**src/cvts_pkg.sv**
```systemverilog
// Shared types, constants and helper functions for the cue vote trial sequencer.
`timescale 1ns / 1ps

package cvts_pkg;

    localparam logic [15:0] TARGET_FRAMES = 16'd200;
    localparam logic [15:0] RESULT_FRAMES = 16'd75;
    localparam logic [13:0] FULL_SCALE    = 14'd10000;
    localparam logic [11:0] PITCH_SPLIT   = 12'd1800;
    localparam logic [31:0] HASH_MUL      = 32'd2654435761;
    localparam logic [31:0] HASH_ADD      = 32'h9E37_79B9;
    localparam int unsigned HASH_SHIFT    = 13;
    localparam logic [31:0] SEEN_RESET    = 32'hFFFF_FFFF;

    localparam int unsigned PADDR_W = 4;
    localparam int unsigned DIV_STEPS = 30;

    localparam logic [1:0] MODE_TICK  = 2'd0;
    localparam logic [1:0] MODE_START = 2'd1;
    localparam logic [1:0] MODE_STOP  = 2'd2;

    localparam logic [1:0] PRED_LEFT  = 2'd0;
    localparam logic [1:0] PRED_RIGHT = 2'd1;

    localparam logic [1:0] EV_NONE   = 2'd0;
    localparam logic [1:0] EV_RESULT = 2'd1;
    localparam logic [1:0] EV_CUE    = 2'd2;

    localparam logic [1:0] REG_DIRECTION_MODE = 2'd0;
    localparam logic [1:0] REG_CYCLE_ROUNDS   = 2'd1;
    localparam logic [1:0] REG_VOTE_SOURCE    = 2'd2;

    typedef enum logic [1:0] {
        RS_IDLE   = 2'd0,
        RS_TARGET = 2'd1,
        RS_RESULT = 2'd3
    } run_state_t;

    typedef enum logic [1:0] {
        CS_READY,
        CS_MUL,
        CS_DIV,
        CS_HASH
    } ctrl_state_t;

    typedef struct packed {
        logic [1:0]  mode;
        logic        infer_enabled;
        logic [11:0] pitch_tenths;
        logic        infer_ok;
        logic [31:0] infer_count;
        logic [1:0]  infer_pred;
        logic [13:0] infer_confidence;
    } in_item_t;

    typedef struct packed {
        logic [1:0]  event_res;
        logic        target_dir;
        logic        vote_pred;
        logic        score_pred;
        logic [13:0] score_left;
        logic [13:0] score_right;
        logic [13:0] confidence;
        logic        active;
    } out_item_t;

    typedef struct packed {
        logic        score_pred;
        logic [13:0] score_left;
        logic [13:0] score_right;
    } score_t;

    function automatic logic [15:0] sat_inc16(input logic [15:0] v);
        return (v == 16'hFFFF) ? v : v + 16'd1;
    endfunction

    // The side opposite the vote gets the confidence, the voted side the rest of full scale.
    function automatic score_t make_scores(input logic vote, input logic [13:0] conf);
        score_t      s;
        logic [13:0] other;
        other = FULL_SCALE - conf;
        s.score_left  = vote ? conf : other;
        s.score_right = vote ? other : conf;
        s.score_pred  = (s.score_left >= s.score_right) ? 1'b0 : 1'b1;
        return s;
    endfunction

endpackage

```
**src/cvts_if.sv**
```systemverilog
// Valid/ready channel interfaces for sequencer commands and results.
`timescale 1ns / 1ps

interface cvts_in_if;
    logic               valid;
    logic               ready;
    cvts_pkg::in_item_t data;

    modport source (output valid, output data, input ready);
    modport sink (input valid, input data, output ready);
endinterface

interface cvts_out_if;
    logic                valid;
    logic                ready;
    cvts_pkg::out_item_t data;

    modport source (output valid, output data, input ready);
    modport sink (input valid, input data, output ready);
endinterface

```
**src/cue_vote_trial_sequencer_core.sv**
```systemverilog
// Top level of the cue vote trial sequencer with its APB register block.
// Most transactions finish at the accepting edge, where the result is registered.
// A window end in pitch mode runs through the accept, one multiply and 30 steps
// of the restoring divider. A hashed cue is multiplied at the accept, then mixed.
// A new transaction is taken in the ready state once the output slot is free or read.
// rst_n clears all control state asynchronously; registers return to their defaults.
`timescale 1ns / 1ps

module cue_vote_trial_sequencer_core
(
    input  logic                          clk,
    input  logic                          rst_n,
    input  logic                          psel,
    input  logic                          penable,
    input  logic                          pwrite,
    input  logic [cvts_pkg::PADDR_W-1:0]  paddr,
    input  logic [31:0]                   pwdata,
    output logic [31:0]                   prdata,
    output logic                          pready,
    cvts_in_if.sink                       req,
    cvts_out_if.source                    rsp
);

    cvts_pkg::ctrl_state_t state_reg, state_next;
    cvts_pkg::run_state_t  run_reg, run_next;

    logic [15:0] frame_reg, frame_next;
    logic [15:0] lvote_reg, lvote_next;
    logic [15:0] rvote_reg, rvote_next;
    logic        dir_reg, dir_next;
    logic [7:0]  lrounds_reg, lrounds_next;
    logic [7:0]  rrounds_reg, rrounds_next;
    logic [31:0] targets_reg, targets_next;
    logic [31:0] seen_reg, seen_next;
    logic [13:0] hconf_reg, hconf_next;

    logic        direction_mode_reg;
    logic [7:0]  cycle_rounds_reg;
    logic        vote_source_reg;

    logic [15:0] maj_reg, maj_next;
    logic [16:0] divisor_reg, divisor_next;
    logic [29:0] dividend_reg, dividend_next;
    logic [16:0] rem_reg, rem_next;
    logic [13:0] quot_reg, quot_next;
    logic [4:0]  step_reg, step_next;
    logic [13:0] hash_reg, hash_next;

    logic                out_valid_reg, out_valid_next;
    cvts_pkg::out_item_t out_data_reg, out_data_next;

    logic apb_write;

    assign pready    = 1'b1;
    assign apb_write = psel && penable && pwrite;

    // Register block
    always_ff @(posedge clk or negedge rst_n)
    begin
        if (!rst_n)
        begin
            direction_mode_reg <= 1'b0;
            cycle_rounds_reg   <= 8'd3;
            vote_source_reg    <= 1'b0;
        end
        else if (apb_write)
        begin
            unique case (paddr[3:2])
                cvts_pkg::REG_DIRECTION_MODE: direction_mode_reg <= pwdata[0];
                cvts_pkg::REG_CYCLE_ROUNDS:
                begin
                    cycle_rounds_reg <= (pwdata[7:0] == 8'd0) ? 8'd1 : pwdata[7:0];
                end
                cvts_pkg::REG_VOTE_SOURCE: vote_source_reg <= pwdata[0];
                default: ;
            endcase
        end
    end

    always_comb
    begin
        unique case (paddr[3:2])
            cvts_pkg::REG_DIRECTION_MODE: prdata = {31'd0, direction_mode_reg};
            cvts_pkg::REG_CYCLE_ROUNDS:   prdata = {24'd0, cycle_rounds_reg};
            cvts_pkg::REG_VOTE_SOURCE:    prdata = {31'd0, vote_source_reg};
            default:                      prdata = 32'd0;
        endcase
    end

    assign req.ready = (state_reg == cvts_pkg::CS_READY) && (!out_valid_reg || rsp.ready);
    assign rsp.valid = out_valid_reg;
    assign rsp.data  = out_data_reg;

    always_ff @(posedge clk or negedge rst_n)
    begin
        if (!rst_n)
        begin
            state_reg     <= cvts_pkg::CS_READY;
            run_reg       <= cvts_pkg::RS_IDLE;
            frame_reg     <= 16'd0;
            lvote_reg     <= 16'd0;
            rvote_reg     <= 16'd0;
            dir_reg       <= 1'b0;
            lrounds_reg   <= 8'd0;
            rrounds_reg   <= 8'd0;
            targets_reg   <= 32'd0;
            seen_reg      <= cvts_pkg::SEEN_RESET;
            hconf_reg     <= 14'd0;
            out_valid_reg <= 1'b0;
            step_reg      <= 5'd0;
        end
        else
        begin
            state_reg     <= state_next;
            run_reg       <= run_next;
            frame_reg     <= frame_next;
            lvote_reg     <= lvote_next;
            rvote_reg     <= rvote_next;
            dir_reg       <= dir_next;
            lrounds_reg   <= lrounds_next;
            rrounds_reg   <= rrounds_next;
            targets_reg   <= targets_next;
            seen_reg      <= seen_next;
            hconf_reg     <= hconf_next;
            out_valid_reg <= out_valid_next;
            step_reg      <= step_next;
        end
    end

    always_ff @(posedge clk)
    begin
        maj_reg      <= maj_next;
        divisor_reg  <= divisor_next;
        dividend_reg <= dividend_next;
        rem_reg      <= rem_next;
        quot_reg     <= quot_next;
        hash_reg     <= hash_next;
        out_data_reg <= out_data_next;
    end

    always_comb
    begin
        logic [15:0]      f;
        logic [15:0]      lv;
        logic [15:0]      rv;
        logic             vp;
        logic [13:0]      conf;
        logic [16:0]      total;
        logic [27:0]      hprod;
        logic [13:0]      hmix;
        logic [17:0]      trial;
        logic [16:0]      rem_n;
        logic [13:0]      quot_n;
        logic             defer;
        cvts_pkg::score_t sc;

        state_next    = state_reg;
        run_next      = run_reg;
        frame_next    = frame_reg;
        lvote_next    = lvote_reg;
        rvote_next    = rvote_reg;
        dir_next      = dir_reg;
        lrounds_next  = lrounds_reg;
        rrounds_next  = rrounds_reg;
        targets_next  = targets_reg;
        seen_next     = seen_reg;
        hconf_next    = hconf_reg;
        maj_next      = maj_reg;
        divisor_next  = divisor_reg;
        dividend_next = dividend_reg;
        rem_next      = rem_reg;
        quot_next     = quot_reg;
        step_next     = step_reg;
        hash_next     = hash_reg;
        out_data_next = out_data_reg;
        out_valid_next = out_valid_reg && !rsp.ready;

        f      = cvts_pkg::sat_inc16(frame_reg);
        lv     = lvote_reg;
        rv     = rvote_reg;
        vp     = 1'b0;
        conf   = 14'd0;
        total  = 17'd0;
        hprod  = targets_reg[13:0] * cvts_pkg::HASH_MUL[13:0];
        hmix   = hash_reg + cvts_pkg::HASH_ADD[13:0];
        trial  = {rem_reg, dividend_reg[29]};
        rem_n  = trial[16:0];
        quot_n = {quot_reg[12:0], 1'b0};
        defer  = 1'b0;
        sc     = '0;

        unique case (state_reg)
            cvts_pkg::CS_READY:
            begin
                if (req.valid && req.ready)
                begin
                    out_data_next = '0;
                    if (req.data.mode == cvts_pkg::MODE_START)
                    begin
                        if (run_reg == cvts_pkg::RS_IDLE)
                        begin
                            lrounds_next = cycle_rounds_reg;
                            rrounds_next = cycle_rounds_reg;
                            targets_next = 32'd0;
                            dir_next     = 1'b0;
                            frame_next   = 16'd0;
                            lvote_next   = 16'd0;
                            rvote_next   = 16'd0;
                            hconf_next   = 14'd0;
                            run_next     = cvts_pkg::RS_TARGET;
                            out_data_next.event_res = cvts_pkg::EV_CUE;
                        end
                    end
                    else if (req.data.mode == cvts_pkg::MODE_STOP)
                    begin
                        run_next = cvts_pkg::RS_IDLE;
                    end
                    else if (req.data.mode == cvts_pkg::MODE_TICK
                             && run_reg != cvts_pkg::RS_IDLE && req.data.infer_enabled)
                    begin
                        frame_next = f;
                        if (run_reg == cvts_pkg::RS_TARGET)
                        begin
                            if (vote_source_reg)
                            begin
                                if (req.data.pitch_tenths > cvts_pkg::PITCH_SPLIT)
                                    rv = cvts_pkg::sat_inc16(rvote_reg);
                                else
                                    lv = cvts_pkg::sat_inc16(lvote_reg);
                            end
                            else if (req.data.infer_ok && req.data.infer_count != seen_reg)
                            begin
                                seen_next = req.data.infer_count;
                                if (req.data.infer_pred == cvts_pkg::PRED_LEFT
                                    || req.data.infer_pred == cvts_pkg::PRED_RIGHT)
                                begin
                                    if (req.data.infer_pred == cvts_pkg::PRED_LEFT)
                                        lv = cvts_pkg::sat_inc16(lvote_reg);
                                    else
                                        rv = cvts_pkg::sat_inc16(rvote_reg);
                                    hconf_next = (req.data.infer_confidence > cvts_pkg::FULL_SCALE)
                                                 ? cvts_pkg::FULL_SCALE
                                                 : req.data.infer_confidence;
                                end
                            end
                            lvote_next = lv;
                            rvote_next = rv;
                            if (f >= cvts_pkg::TARGET_FRAMES)
                            begin
                                vp           = (rv >= lv);
                                targets_next = targets_reg + 32'd1;
                                run_next     = cvts_pkg::RS_RESULT;
                                frame_next   = 16'd0;
                                if (vote_source_reg)
                                begin
                                    // The quotient is produced by the serial divider.
                                    total        = {1'b0, lv} + {1'b0, rv};
                                    divisor_next = (total == 17'd0) ? 17'd1 : total;
                                    maj_next     = vp ? rv : lv;
                                    quot_next    = {13'd0, vp};
                                    state_next   = cvts_pkg::CS_MUL;
                                    defer        = 1'b1;
                                end
                                else
                                begin
                                    conf = hconf_next;
                                    sc   = cvts_pkg::make_scores(vp, conf);
                                    out_data_next.event_res   = cvts_pkg::EV_RESULT;
                                    out_data_next.vote_pred   = vp;
                                    out_data_next.score_pred  = sc.score_pred;
                                    out_data_next.score_left  = sc.score_left;
                                    out_data_next.score_right = sc.score_right;
                                    out_data_next.confidence  = conf;
                                end
                            end
                        end
                        else if (f >= cvts_pkg::RESULT_FRAMES)
                        begin
                            run_next   = cvts_pkg::RS_TARGET;
                            frame_next = 16'd0;
                            lvote_next = 16'd0;
                            rvote_next = 16'd0;
                            hconf_next = 14'd0;
                            out_data_next.event_res = cvts_pkg::EV_CUE;
                            if (direction_mode_reg)
                            begin
                                hash_next  = hprod[13:0];
                                state_next = cvts_pkg::CS_HASH;
                                defer      = 1'b1;
                            end
                            else if (lrounds_reg != 8'd0)
                            begin
                                lrounds_next = lrounds_reg - 8'd1;
                                dir_next     = 1'b0;
                            end
                            else if (rrounds_reg != 8'd0)
                            begin
                                rrounds_next = rrounds_reg - 8'd1;
                                dir_next     = 1'b1;
                            end
                            else
                            begin
                                lrounds_next = cycle_rounds_reg - 8'd1;
                                rrounds_next = cycle_rounds_reg;
                                dir_next     = 1'b0;
                            end
                        end
                    end
                    out_data_next.target_dir = dir_next;
                    out_data_next.active     = (run_next != cvts_pkg::RS_IDLE);
                    if (!defer)
                    begin
                        out_valid_next = 1'b1;
                    end
                end
            end
            cvts_pkg::CS_MUL:
            begin
                // The vote flag rides in the low quotient bit until the divide starts.
                dividend_next = {14'd0, maj_reg} * {16'd0, cvts_pkg::FULL_SCALE};
                rem_next      = 17'd0;
                step_next     = 5'(cvts_pkg::DIV_STEPS - 1);
                out_data_next.vote_pred = quot_reg[0];
                quot_next     = 14'd0;
                state_next    = cvts_pkg::CS_DIV;
            end
            cvts_pkg::CS_DIV:
            begin
                if (trial >= {1'b0, divisor_reg})
                begin
                    rem_n  = 17'(trial - {1'b0, divisor_reg});
                    quot_n = {quot_reg[12:0], 1'b1};
                end
                rem_next      = rem_n;
                quot_next     = quot_n;
                dividend_next = {dividend_reg[28:0], 1'b0};
                if (step_reg == 5'd0)
                begin
                    sc = cvts_pkg::make_scores(out_data_reg.vote_pred, quot_n);
                    out_data_next.event_res   = cvts_pkg::EV_RESULT;
                    out_data_next.target_dir  = dir_reg;
                    out_data_next.score_pred  = sc.score_pred;
                    out_data_next.score_left  = sc.score_left;
                    out_data_next.score_right = sc.score_right;
                    out_data_next.confidence  = quot_n;
                    out_data_next.active      = 1'b1;
                    out_valid_next = 1'b1;
                    state_next     = cvts_pkg::CS_READY;
                end
                else
                begin
                    step_next = step_reg - 5'd1;
                end
            end
            cvts_pkg::CS_HASH:
            begin
                // The direction is bit 13 xor bit 0 of the hash plus the mix constant.
                dir_next = hmix[cvts_pkg::HASH_SHIFT] ^ hmix[0];
                out_data_next.target_dir = dir_next;
                out_valid_next = 1'b1;
                state_next     = cvts_pkg::CS_READY;
            end
            default: state_next = cvts_pkg::CS_READY;
        endcase
    end

    assert property (@(posedge clk) disable iff (!rst_n)
        state_reg == cvts_pkg::CS_DIV |-> rem_reg < divisor_reg && divisor_reg != 17'd0)
        else $error("divider remainder out of range");

    assert property (@(posedge clk) disable iff (!rst_n)
        state_reg == cvts_pkg::CS_MUL |=> state_reg == cvts_pkg::CS_DIV)
        else $error("multiply step not followed by divide");

    assert property (@(posedge clk) disable iff (!rst_n)
        (state_reg == cvts_pkg::CS_MUL || state_reg == cvts_pkg::CS_DIV)
        |-> run_reg == cvts_pkg::RS_RESULT && !out_valid_reg)
        else $error("divide running outside the result phase");

    assert property (@(posedge clk) disable iff (!rst_n)
        out_valid_reg && out_data_reg.event_res == cvts_pkg::EV_RESULT
        |-> out_data_reg.confidence <= cvts_pkg::FULL_SCALE && out_data_reg.active)
        else $error("window result confidence above full scale");

    assert property (@(posedge clk) disable iff (!rst_n)
        state_reg == cvts_pkg::CS_HASH |-> run_reg == cvts_pkg::RS_TARGET)
        else $error("hashed cue outside a target window");

endmodule
```
**src/flat_wrapper.sv**
```systemverilog
// flat-port wrapper written by rule: the top's interface ports become plain ports
module cue_vote_trial_sequencer_core_flat 
  (clk, rst_n, psel, penable, pwrite, paddr, pwdata, prdata, pready, req_valid, req_data, req_ready, rsp_valid, rsp_data, rsp_ready);
  cvts_in_if req_i ();
  cvts_out_if rsp_i ();
  input  logic clk;
  input  logic rst_n;
  input  logic psel;
  input  logic penable;
  input  logic pwrite;
  input  logic [cvts_pkg::PADDR_W-1:0] paddr;
  input  logic [31:0] pwdata;
  output logic [31:0] prdata;
  output logic pready;
  input wire logic [$bits(req_i.valid)-1:0] req_valid;
  input wire logic [$bits(req_i.data)-1:0] req_data;
  output wire logic [$bits(req_i.ready)-1:0] req_ready;
  output wire logic [$bits(rsp_i.valid)-1:0] rsp_valid;
  output wire logic [$bits(rsp_i.data)-1:0] rsp_data;
  input wire logic [$bits(rsp_i.ready)-1:0] rsp_ready;
  assign req_i.valid = req_valid;
  assign req_i.data = req_data;
  assign req_ready = req_i.ready;
  assign rsp_valid = rsp_i.valid;
  assign rsp_data = rsp_i.data;
  assign rsp_i.ready = rsp_ready;
  cue_vote_trial_sequencer_core u_core (.clk(clk), .rst_n(rst_n), .psel(psel), .penable(penable), .pwrite(pwrite), .paddr(paddr), .pwdata(pwdata), .prdata(prdata), .pready(pready), .req(req_i), .rsp(rsp_i));
endmodule
```
**config.mk**
```make
export PLATFORM = sky130hd
export DESIGN_NAME = cue_vote_trial_sequencer_core_flat
export DESIGN_NICKNAME = d
export VERILOG_FILES = /design/src/cvts_pkg.sv /design/src/cvts_if.sv /design/src/cue_vote_trial_sequencer_core.sv /design/src/flat_wrapper.sv
export SDC_FILE = /design/constraint.sdc
export NUM_CORES = 1
export LEC_CHECK = 0
export BUFFER_PORTS_ARGS = -buffer_cell sky130_fd_sc_hd__buf_2
export CORE_ASPECT_RATIO = 2
export CORE_MARGIN = 1.5
export CORE_UTILIZATION = 62
export DETAILED_ROUTE_END_ITERATION = 7
export PLACE_DENSITY = 0.82
export SLEW_MARGIN = 0
export SYNTH_ARGS = -nofsm -noshare
export SYNTH_HDL_FRONTEND = slang
export SYNTH_SLANG_ARGS = --single-unit
```
**constraint.sdc**
```tcl
create_clock -name clk -period 7.43 [get_ports clk]
set_input_delay 1.1145 -clock clk [delete_from_list [all_inputs] [get_ports clk]]
set_output_delay 1.1145 -clock clk [all_outputs]
set_load 0.02 [all_outputs]
```
; After elaboration in Yosys (flattened, before gate mapping)
; Cells that the tools add are included.
; W data, S select, Z words.
[totals]
register_bits = 318
input_bits = 107
output_inout_bits = 83
[classes]
add_sub_neg = 13
mul = 2
magnitude_cmp = 8
n_eq_ne = 32
muxes = 170
n_bitwise = 5
n_reduce_logical = 54
[ops]
columns = op, n
row1 = $mux W16, 42
row2 = $mux W44, 7
row3 = $mux W14, 21
row4 = $mux W32, 6
row5 = $mux W8, 18
row6 = $mux W13, 7
row7 = $pmux W44 S2, 1
row8 = $pmux W30 S2, 1
row9 = $mux W2, 26
row10 = $add A16 B1 Y16 const B, 3
row11 = $eq A16 B16 Y1 const B, 3
row12 = $mux W48, 1
row13 = $pmux W13 S3, 1
row14 = $pmux W17 S2, 1
row15 = $add A32 B1 Y32 const B, 1
row16 = $ne A32 B32 Y1, 1
row17 = $reduce_and A8 Y1, 4
row18 = $ge A14 B14 Y1, 2
row19 = $sub A14 B14 Y14 const A, 2
row20 = $mux W1, 27
row21 = $reduce_and A9 Y1, 3
row22 = $mul A16 B10 Y26 const B, 1
row23 = $pmux W8 S3, 1
row24 = $sub A8 B1 Y8 const B, 3
row25 = other kinds (43), 101

; Longest topological paths before layout
; Gate-level depths: netlist of the first run.
[depth]
word_depth = 24
ltp_mapped = 32
mapped_depth_nobuf = 29

; Worst setup path before layout of the first run
; Ideal clock, no wire load.
[synth_timing]
kind = input to register
from = input port req_data[33]
to = register u_core.out_data_reg (netlist bit u_core.rsp.data[43]), data pin
setup_time_ns = 0.169
arrival_ns = 6.622
required_time_ns = 7.261
path_slack_ns = 0.639
cell_stages = 30
path_buffers = 4
path_cell_list = xnor2_1 nand4_1 nor4_1 a211o_1 buf_2 o22a_1 clkbuf_1 nor2_1 and3_1 o21ai_0 inv_1 ha_1 nor4_1 nand2_1 or4_1 a21oi_1 or2_2 clkbuf_1 buf_2 mux2i_1 ha_1 nand2b_1 a21o_1 a21o_1 a21o_1 a21o_1 a21oi_1 o21a_1 o211ai_1 o31ai_1
[synth_lines]
columns = item, line
row1 = "start, declared", flat_wrapper.sv:16  ; input wire logic [$bits(req_i.data)-1:0] req_data;
row2 = "end signal, assigned", cue_vote_trial_sequencer_core.sv:138  ; out_data_reg <= out_data_next;
row3 = "end, declared", cue_vote_trial_sequencer_core.sv:50  ; cvts_pkg::out_item_t out_data_reg, out_data_next;

==> metrics.txt, run 1 <==
status finished, final reports clean; highest-delay cell along the critical path nor4_1; largest net degree at the start of global routing 96; die height 269 um; top_reg_cell synth edfxtp_1; first-pass GRT wire length about 85 mm; I/O pins 190; gr usage total 0.286; most common cell after layout, fill and taps aside inv_1; Most Frequent Cell on Critical Path a21o_1; top-area cell type share of the netlist area 0.203; Crit path arrival time 7160 ps; DRT Wirelength slightly above 50 mm; Startpoint Class input pin; non-filler cells, final 2888; initial drt markers 1064; area of the multi-input gates around 0.013 sq mm; Tot Pwr 4620 uW; Yosys warnings 0; average cell area after synthesis 9.62 sq um; WL/cell 18.0 um; TNS Setup 0 ps; most frequent cells in the layout inv_1, ha_1, nand2_1, nor2_1, edfxtp_1; Die X 136 um; antenna-violating nets left 0; Root Buffer clkbuf_16; core area 0.0350 sq mm; Worst-path clk slew 70 ps; Reg area 0.00815 sq mm; crit-path max FO 9; Peak VDD IR 277 uV; Nets 2781; fill count approximately 2700; endpoints failing hold 0; ys async rst share 0.493; share of cells above drive strength 1 0.144; Crit Path Class in -> reg; Clock Sinks a little under 300; Min Hold Slack 486 ps; GPL Wtd Cong about 1; crit path setup slack, layout between 600 and 700 ps; top area cells in the synthesized netlist edfxtp_1, dfrtp_1, ha_1; Critical Path Max Stage Delay 760 ps; synthesis-to-layout area growth 9.54%; Post-CTS Setup Bufs 0; Cells after Synth 2285; Mapped Area 0.0220 sq mm; RSZ-0062 raised after global routing false; Worst EP required 7820 ps; drt via density 6.08; clock period minus worst slack 6770 ps; clock skew 13.3 ps; HP Class reg -> reg; Die ar. 0.0367 sq mm; Initial Util 0.629; register bit total from synthesis 294; DP HPWL 39.8 mm; Synth cell types 85; number of antenna violations at the first check in global routing 0; vias in the first global route 17699; Top Family by Delay on Critical Path simple AND/OR/NAND/NOR gates; Worst setup EP type flop; diode count 0; Vias 17557; CTS max path bufs 3; CTS tree yes; # DRC 0; 1st-pass router iterations 6; crit share post-route 0.911; CTS resizes 0; cell row count 97; crit path buf inv count 4; placed cells 2837; # setup viols final 0; post-synth top area cell edfxtp_1; number of flip-flops in the largest register 46; fmax 148 MHz; Cell Pwr Density 192 mW/mm^2; R2R setup slack just over 800 ps; Rel. slew slack 0.214; Slew @ Worst Pin roughly 1200 ps; Post-synth EDFFs roughly 150; Max Slew Vio Count 0; PortBufs about 140; clock latency on the worst-skew pair 570 ps; Num CTS Buffers 28; Hold Buf Count CTS 0; proportion of synthesized chip area in sequential cells 0.370; CTS HTree Levels 1; GR Overflow Total 0; max_cap viols 0; total leakage power about 0.011 uW; pre-CTS setup slack approximately 54 ps
cell families (layout without fill, tap and decap cells):
| kind of cell | count (synthesis) | count (layout) | synth area share |
|---|---|---|---|
| fa+ha+maj | 252 | 252 | 0.162 |
| flops | 294 | 294 | 0.370 |
| mux | 95 | 95 | 0.0463 |
| other cells | 2 | 25 | 0.000342 |
| xor+xnor | 169 | 169 | 0.0673 |
| compound gates | 517 | 517 | 0.150 |
| buf+inv | 330 | 465 | 0.0628 |
| simple gates | 626 | 626 | 0.141 |
tightest hold or removal path: cells and delay by family, from the launching register on:
family / cells / cell delay, ps
compound gates: 1 / 50
simple gates: 1 / 50
flops: 1 / 350
path summary, 6_finish.rpt:
kind,end,cells after the start,from
worst min register to register,u_core.hconf_reg[13],2,u_core.hconf_reg[13]
worst max register to register,u_core.rsp.data[43],28,u_core.seen_reg[17]
max in group asynchronous,u_core.targets_reg[13],2,rst_n
worst min-delay path,u_core.hconf_reg[13],2,u_core.hconf_reg[13]
min in group asynchronous,u_core.rvote_reg[5],1,rst_n
worst max-delay path,u_core.rsp.data[43],29,req_data[41]
cell type report:
class / count / area share
clock buffers: 30 / 0.0303
clock inverters: 21 / 0.00613
inverters: 224 / 0.0349
multi-input cells: 1684 / 0.522
flip-flops and latches: 294 / 0.338
well taps: 445 / 0.0231
repair buffers: 190 / 0.0451
power breakdown:
part	total (uW)	internal, uW	switching (uW)
sequential	1950	1830	115
combinational	1270	511	755
clock	1410	748	658
total	4620	3090	1530
per-layer routing:
layer | share of wire | track usage
met1 | 0.36 | 0.312
met3 | 0.043 | 0.0346
met5 | 0 | 0
met4 | 0.056 | 0.146
met2 | 0.54 | 0.531
through the flow:
stage	util	instance area (sq um)
2_1_floorplan	-	22100
3_3_place_gp	0.664	23200
3_5_place_dp	0.664	23200
4_1_cts	0.689	24100
5_1_grt	0.689	24100
6_report	0.689	24100
synth_stat cells, types with 26 or more instances:
cell type / count
buf_4: 27
nand3_1: 46
and2_1: 39
nand4_1: 30
inv_1: 222
nor2_1: 161
and3_1: 26
mux2_2: 53
a21oi_1: 129
mux2i_1: 42
fa_1: 54
xor2_1: 54
nor3_1: 39
a31oi_1: 26
ha_1: 198
clkbuf_1: 59
dfstp_2: 34
o21ai_0: 142
nand2_1: 161
dfrtp_1: 111
xnor2_1: 115
a21o_1: 26
edfxtp_1: 149
Power figures use the tool's default switching activity.
==> run 2: changes to the inputs <==
--- a/config.mk
+++ b/config.mk
@@ -9,6 +9,7 @@
 export CORE_ASPECT_RATIO = 2
 export CORE_MARGIN = 1.5
 export CORE_UTILIZATION = 62
+export CTS_BUF_LIST = sky130_fd_sc_hd__clkbuf_16
 export DETAILED_ROUTE_END_ITERATION = 7
 export PLACE_DENSITY = 0.82
 export SLEW_MARGIN = 0
==> metrics.txt, run 2 (same netlist as run 1, synthesis figures left out) <==
CTS resizes 0 (unchanged); sw frac 0.331 (about the same); crit share post-route 0.912 (+0.000932); CTS tree yes; Hold Path Origin u_core.hconf_reg[13]; number of flip-flops in the largest register 46 (unchanged); Die X 136 um (unchanged); RSZ-0062 raised after global routing false; TNS Setup 0 ps (unchanged); 1st-pass router iterations 6 (unchanged); max_cap viols 0 (unchanged); GPL Wtd Cong 0.987 (unchanged); clock latency on the worst-skew pair 580 ps (about the same); combinational power share 0.274 (about the same); I/O pins 190 (unchanged); Max Slew Vio Count 0 (unchanged); Die ar. 0.0367 sq mm (unchanged); Cell Pwr Density 192 mW/mm^2 (about the same); # setup viols final 0 (unchanged); drt via density 6.07 (about the same); core area 0.0350 sq mm (unchanged); Seq pwr share 0.422 (about the same); largest net degree at the start of global routing 96 (unchanged); Nets 2781 (unchanged); PortBufs 138 (unchanged); Critical Path Max Stage Delay 760 ps (about the same); most common cell after layout, fill and taps aside inv_1; DP HPWL 39.8 mm (unchanged); Crit. Startpoint req_data[41]; Num CTS Buffers 28 (unchanged); Worst EP required 7820 ps (about the same); # DRC 0 (unchanged); DRT Wirelength 51.9 mm (about the same); most frequent cells in the layout inv_1, ha_1, nand2_1, nor2_1, edfxtp_1; Worst-path clk slew 70 ps (about the same); Crit Path Class in -> reg; Slew @ Worst Pin 1170 ps (-0.549 ps); Internal 3090 uW (about the same); Startpoint Class input pin; vias in the first global route 17699 (unchanged); Peak VDD IR 277 uV (about the same); Rel. slew slack 0.214 (+0.000368); status finished, final reports clean; Tot Pwr 4620 uW (about the same); gr usage total 0.286 (unchanged); Reg2Reg Launch Point u_core.seen_reg[17]; share of cells above drive strength 1 0.144 (unchanged); CTS HTree Levels 1 (unchanged); Worst setup EP type flop; total leakage power 0.0110 uW (about the same); clock period minus worst slack 6780 ps (+6.92 ps); cell row count 97 (unchanged); endpoints failing hold 0 (unchanged); synthesis-to-layout area growth 9.54% (unchanged); WL/cell 18.0 um (about the same); Root Buffer clkbuf_16; Hold Buf Count CTS 0 (unchanged); number of antenna violations at the first check in global routing 0 (unchanged); Clock Sinks 294 (unchanged); first-pass GRT wire length 85.0 mm (unchanged); crit-path max FO 9 (unchanged); fmax 148 MHz (-0.10%); diode count 0 (unchanged); highest-delay cell along the critical path nor4_1; Most Frequent Cell on Critical Path a21o_1; Crit path arrival time 7170 ps (about the same); Clock power frac 0.304 (about the same); initial drt markers 1064 (unchanged); Post-CTS Setup Bufs 0 (unchanged); Vias 17541 (-0.091%); HP Class reg -> reg; clock skew 13.3 ps (+0.00890 ps); die height 269 um (unchanged); antenna-violating nets left 0 (unchanged); Net Switching 1530 uW (about the same); fill count 2665 (unchanged); GR Overflow Total 0 (unchanged); CTS max path bufs 3 (unchanged); Initial Util 0.629 (unchanged)
-- run 2: changes by cell type in the layout (fill, tap and decap cells not counted), sizes merged --
| cell | change |
|---|---|
| clkbuf | -1 |
| inv | +1 |
-- run 2: power by group through the flow --
stage,Clock (uW),Combinational [uW],Sequential [uW]
3_5_place_dp,0,1240,1970
2_1_floorplan,0,897,1950
3_3_place_gp,0,1200,1970
5_1_grt,1480,1400,1960
6_report,1400,1270,1950
4_1_cts,1420,1250,1940
-- run 2: final cells by class --
cell class	count	area, sq um	area share
well taps	445	557	0.0231
clock buffers	29	726	0.0301
multi-input cells	1684	12600	0.522
repair buffers	190	1090	0.0451
inverters	224	841	0.0349
flip-flops and latches	294	8150	0.338
clock inverters	22	151	0.00629
-- run 2: metrics by stage --
stage,setup WS [ps],utilization,instances,instance area [sq um],hold slack [ps]
after global placement,209,0.664,2837,23200,457
final,653,0.689,2888,24100,486
after floorplan,639,-,2308,22100,437
after global routing,192,0.689,2888,24100,505
after CTS,610,0.689,2888,24100,488
after detailed placement,54.2,0.664,2837,23200,465
-- run 2: worst max-delay path, delay by kind of cell --
kind,cells,cell delay [ps]
buffers and inverters,4,540
XOR/XNOR,2,360
multiplexers,1,300
adder cells (fa/ha/maj),2,650
AO/OA/AOI/OAI,11,1900
AND/OR/NAND/NOR,9,2300
-- run 2: worst paths after layout --
check	to	depth (start not counted)	slack [ps]
min in group asynchronous	u_core.rvote_reg[5]	1	630
hold / removal	u_core.hconf_reg[13]	2	490
max in group asynchronous	u_core.targets_reg[13]	2	5560
setup reg to reg	u_core.rsp.data[43]	28	800
hold reg to reg	u_core.hconf_reg[13]	2	490
setup / recovery	u_core.rsp.data[43]	29	650
-- run 2: routing by layer --
metal  global-route usage  share of wire  vias to the layer above  routed length (um)
li1                     -              -                     8316                   -
met1                0.312           0.36                     8487               18800
met2                0.531           0.54                      544               28000
met3               0.0346          0.041                      194                2150
met4                0.146          0.056                        0                2900
met5                    0              0                        -                   0
==> run 3: changes to the inputs <==
--- a/config.mk
+++ b/config.mk
@@ -8,10 +8,10 @@
 export BUFFER_PORTS_ARGS = -buffer_cell sky130_fd_sc_hd__buf_2
 export CORE_ASPECT_RATIO = 2
 export CORE_MARGIN = 1.5
-export CORE_UTILIZATION = 62
+export CORE_UTILIZATION = 56
 export CTS_BUF_LIST = sky130_fd_sc_hd__clkbuf_16
 export DETAILED_ROUTE_END_ITERATION = 7
-export PLACE_DENSITY = 0.82
+export PLACE_DENSITY = 0.79
 export SLEW_MARGIN = 0
 export SYNTH_ARGS = -nofsm -noshare
 export SYNTH_HDL_FRONTEND = slang
==> constraint.sdc (replaced) <==
create_clock -name clk -period 5.65 [get_ports clk]
set_input_delay 0.8475 -clock clk [delete_from_list [all_inputs] [get_ports clk]]
set_output_delay 0.8475 -clock clk [all_outputs]
set_load 0.02 [all_outputs]
==> metrics.txt, run 3 (same netlist as run 1, synthesis figures left out) <==
drt via density 5.91 (-2.8%); Max Slew Vio Count 0 (unchanged); core area 0.0387 sq mm (+11%); Most Crowded Layer GR met2; fmax 173 MHz; CTS max path bufs 3 (unchanged); Slew @ Worst Pin 1200 ps (+26.5 ps); Die X 143 um (+5.1%); # DRC 0 (unchanged); total leakage power 0.0118 uW (+7.6%); M2 GR Usage 0.534 (+0.00336); Startpoint Class flop; CTS tree yes; largest net degree at the start of global routing 96 (unchanged); endpoints failing hold 0 (unchanged); number of flip-flops in the largest register 46 (unchanged); Critical R2R Capture u_core.rsp.data[43]; most frequent cells in the layout inv_1, ha_1, buf_4; PortBufs 138 (unchanged); Nets 2919 (+5.0%); cell row count 102 (+5.2%); Die ar. 0.0405 sq mm (+11%); # setup viols final 1 (+1); Clock Sinks 294 (unchanged); clock latency on the worst-skew pair 580 ps (about the same); CTS HTree Levels 1 (unchanged); most common cell after layout, fill and taps aside inv_1; vias in the first global route 19223 (+8.6%); share of cells above drive strength 1 0.207 (+0.0623); Worst-path clk slew 80 ps (about the same); Worst setup EP type flop; 1st-pass router iterations 6 (unchanged); Cell Pwr Density 259 mW/mm^2 (+35%); crit-path max FO 6 (-3); crit path setup slack, layout -116 ps (-769 ps); first-pass GRT wire length 91.9 mm (+8.1%); I/O pins 190 (unchanged); placed cells 3037 (+7.0%); failing checks negative setup slack; gr usage total 0.281 (-0.00573); Critical Path Max Stage Delay 560 ps (-200 ps); DRT Wirelength 55.8 mm (+7.6%); Reg2Reg Launch Point u_core.seen_reg[21]; synthesis-to-layout area growth 16.9%; number of antenna violations at the first check in global routing 0 (unchanged); max_cap viols 0 (unchanged); Crit Path Class reg -> reg; clock skew 26.0 ps (+12.7 ps); Peak VDD IR 303 uV (+9.3%); R2R depth 27 (-3.6%); Min Hold Slack 388 ps (-98.9 ps); Initial Util 0.569 (-0.0604); HP Class in -> async; non-filler cells, final 3102 (+7.4%); GPL Wtd Cong 0.949 (-3.9%); die height 283 um (+5.2%); antenna-violating nets left 0 (unchanged); initial drt markers 1152 (+8.3%); Worst EP required 6070 ps (-1750 ps); Crit path arrival time 6180 ps (-990 ps); diode count 0 (unchanged); clock period minus worst slack 5770 ps; Num CTS Buffers 28 (unchanged); GRT met1 Usage 0.286 (-0.0262); status complete, but fails checks; RSZ-0062 raised after global routing true; Rel. slew slack 0.197 (-0.0165); R2R setup slack -120 ps (-920 ps); crit share post-route 1.02; Vias 18320 (+4.4%); Root Buffer clkbuf_16; met3 usage 0.0284 (-0.00620); GR Overflow Total 0 (unchanged); WL/cell 18.0 um (+0.22%); DP HPWL 42.8 mm (+7.7%); highest-delay cell along the critical path dfstp_2; Most Frequent Cell on Critical Path a21o_1
[run 3: changes by cell type in the layout (fill, tap and decap cells not counted), sizes merged]
| cell | delta |
|---|---|
| buf | +137 |
| bufinv | +4 |
| clkinvlp | -4 |
| clkbuf | +1 |
| inv | +1 |
[run 3: cell type report]
type | instances | area (sq um)
inverter | 224 | 841
tap | 520 | 651
fill | 3033 | 13000
timing repair buffer | 328 | 2180
sequential | 294 | 8150
clock buffer | 29 | 726
multi-input combinational | 1684 | 12900
clock inverter | 23 | 277
[run 3: worst max-delay path by stage]
stage               cells after the start                   to  slack [ps]                start
CTS                                    27  u_core.rsp.data[43]          -9  u_core.seen_reg[31]
detailed placement                     27  u_core.rsp.data[43]        -740         req_data[24]
global route                           27  u_core.rsp.data[43]        -360  u_core.seen_reg[21]
finish                                 27  u_core.rsp.data[43]        -120  u_core.seen_reg[21]
global placement                       23  u_core.rsp.data[43]        -640         req_data[32]
floorplan                              28  u_core.rsp.data[43]         -70         req_data[41]
[run 3: where the power goes]
part | total (uW) | internal, uW | switching, uW
combinational | 2030 | 914 | 1120
clock | 2060 | 1180 | 885
sequential | 2560 | 2410 | 149
total | 6650 | 4500 | 2150
[run 3: stage by stage]
| step | cell area [sq um] | setup WS [ps] | total power, uW | utilization | TNS (ps) |
|---|---|---|---|---|---|
| floorplan | 22300 | -67.4 | 3790 | - | -67.4 |
| global placement | 24400 | -644 | 4430 | 0.631 | -733 |
| detailed placement | 24400 | -742 | 4510 | 0.631 | -1220 |
| CTS | 25600 | -8.99 | 6620 | 0.661 | -8.99 |
| global route | 25700 | -358 | 6970 | 0.665 | -358 |
| finish | 25700 | -116 | 6650 | 0.665 | -116 |
[run 3: worst max-delay path: cells and delay by family (launching register included)]
family,cells,cell delay (ps)
simple gates,9,2110
xor+xnor,1,120
compound gates,12,1840
buf+inv,2,210
flops,1,560
mux,1,230
fa+ha+maj,2,520
[run 3: routing by layer]
metal  part of all wire  up-vias
met1               0.35     8873
met4              0.062        0
met2               0.55      641
li1                   -     8589
met5                  0        -
met3              0.047      217
[run 3: what timing repair did]
| item | CTS | global route |
|---|---|---|
| hold endpoints to repair | 0 | 0 |
| buffers inserted | 8 | 4 |
| pin swaps | 7 | 14 |
| hold buffers | 0 | 0 |
| gates resized for setup | 13 | 15 |
| setup endpoints to repair | 1 | 1 |
| gates cloned | 0 | 1 |
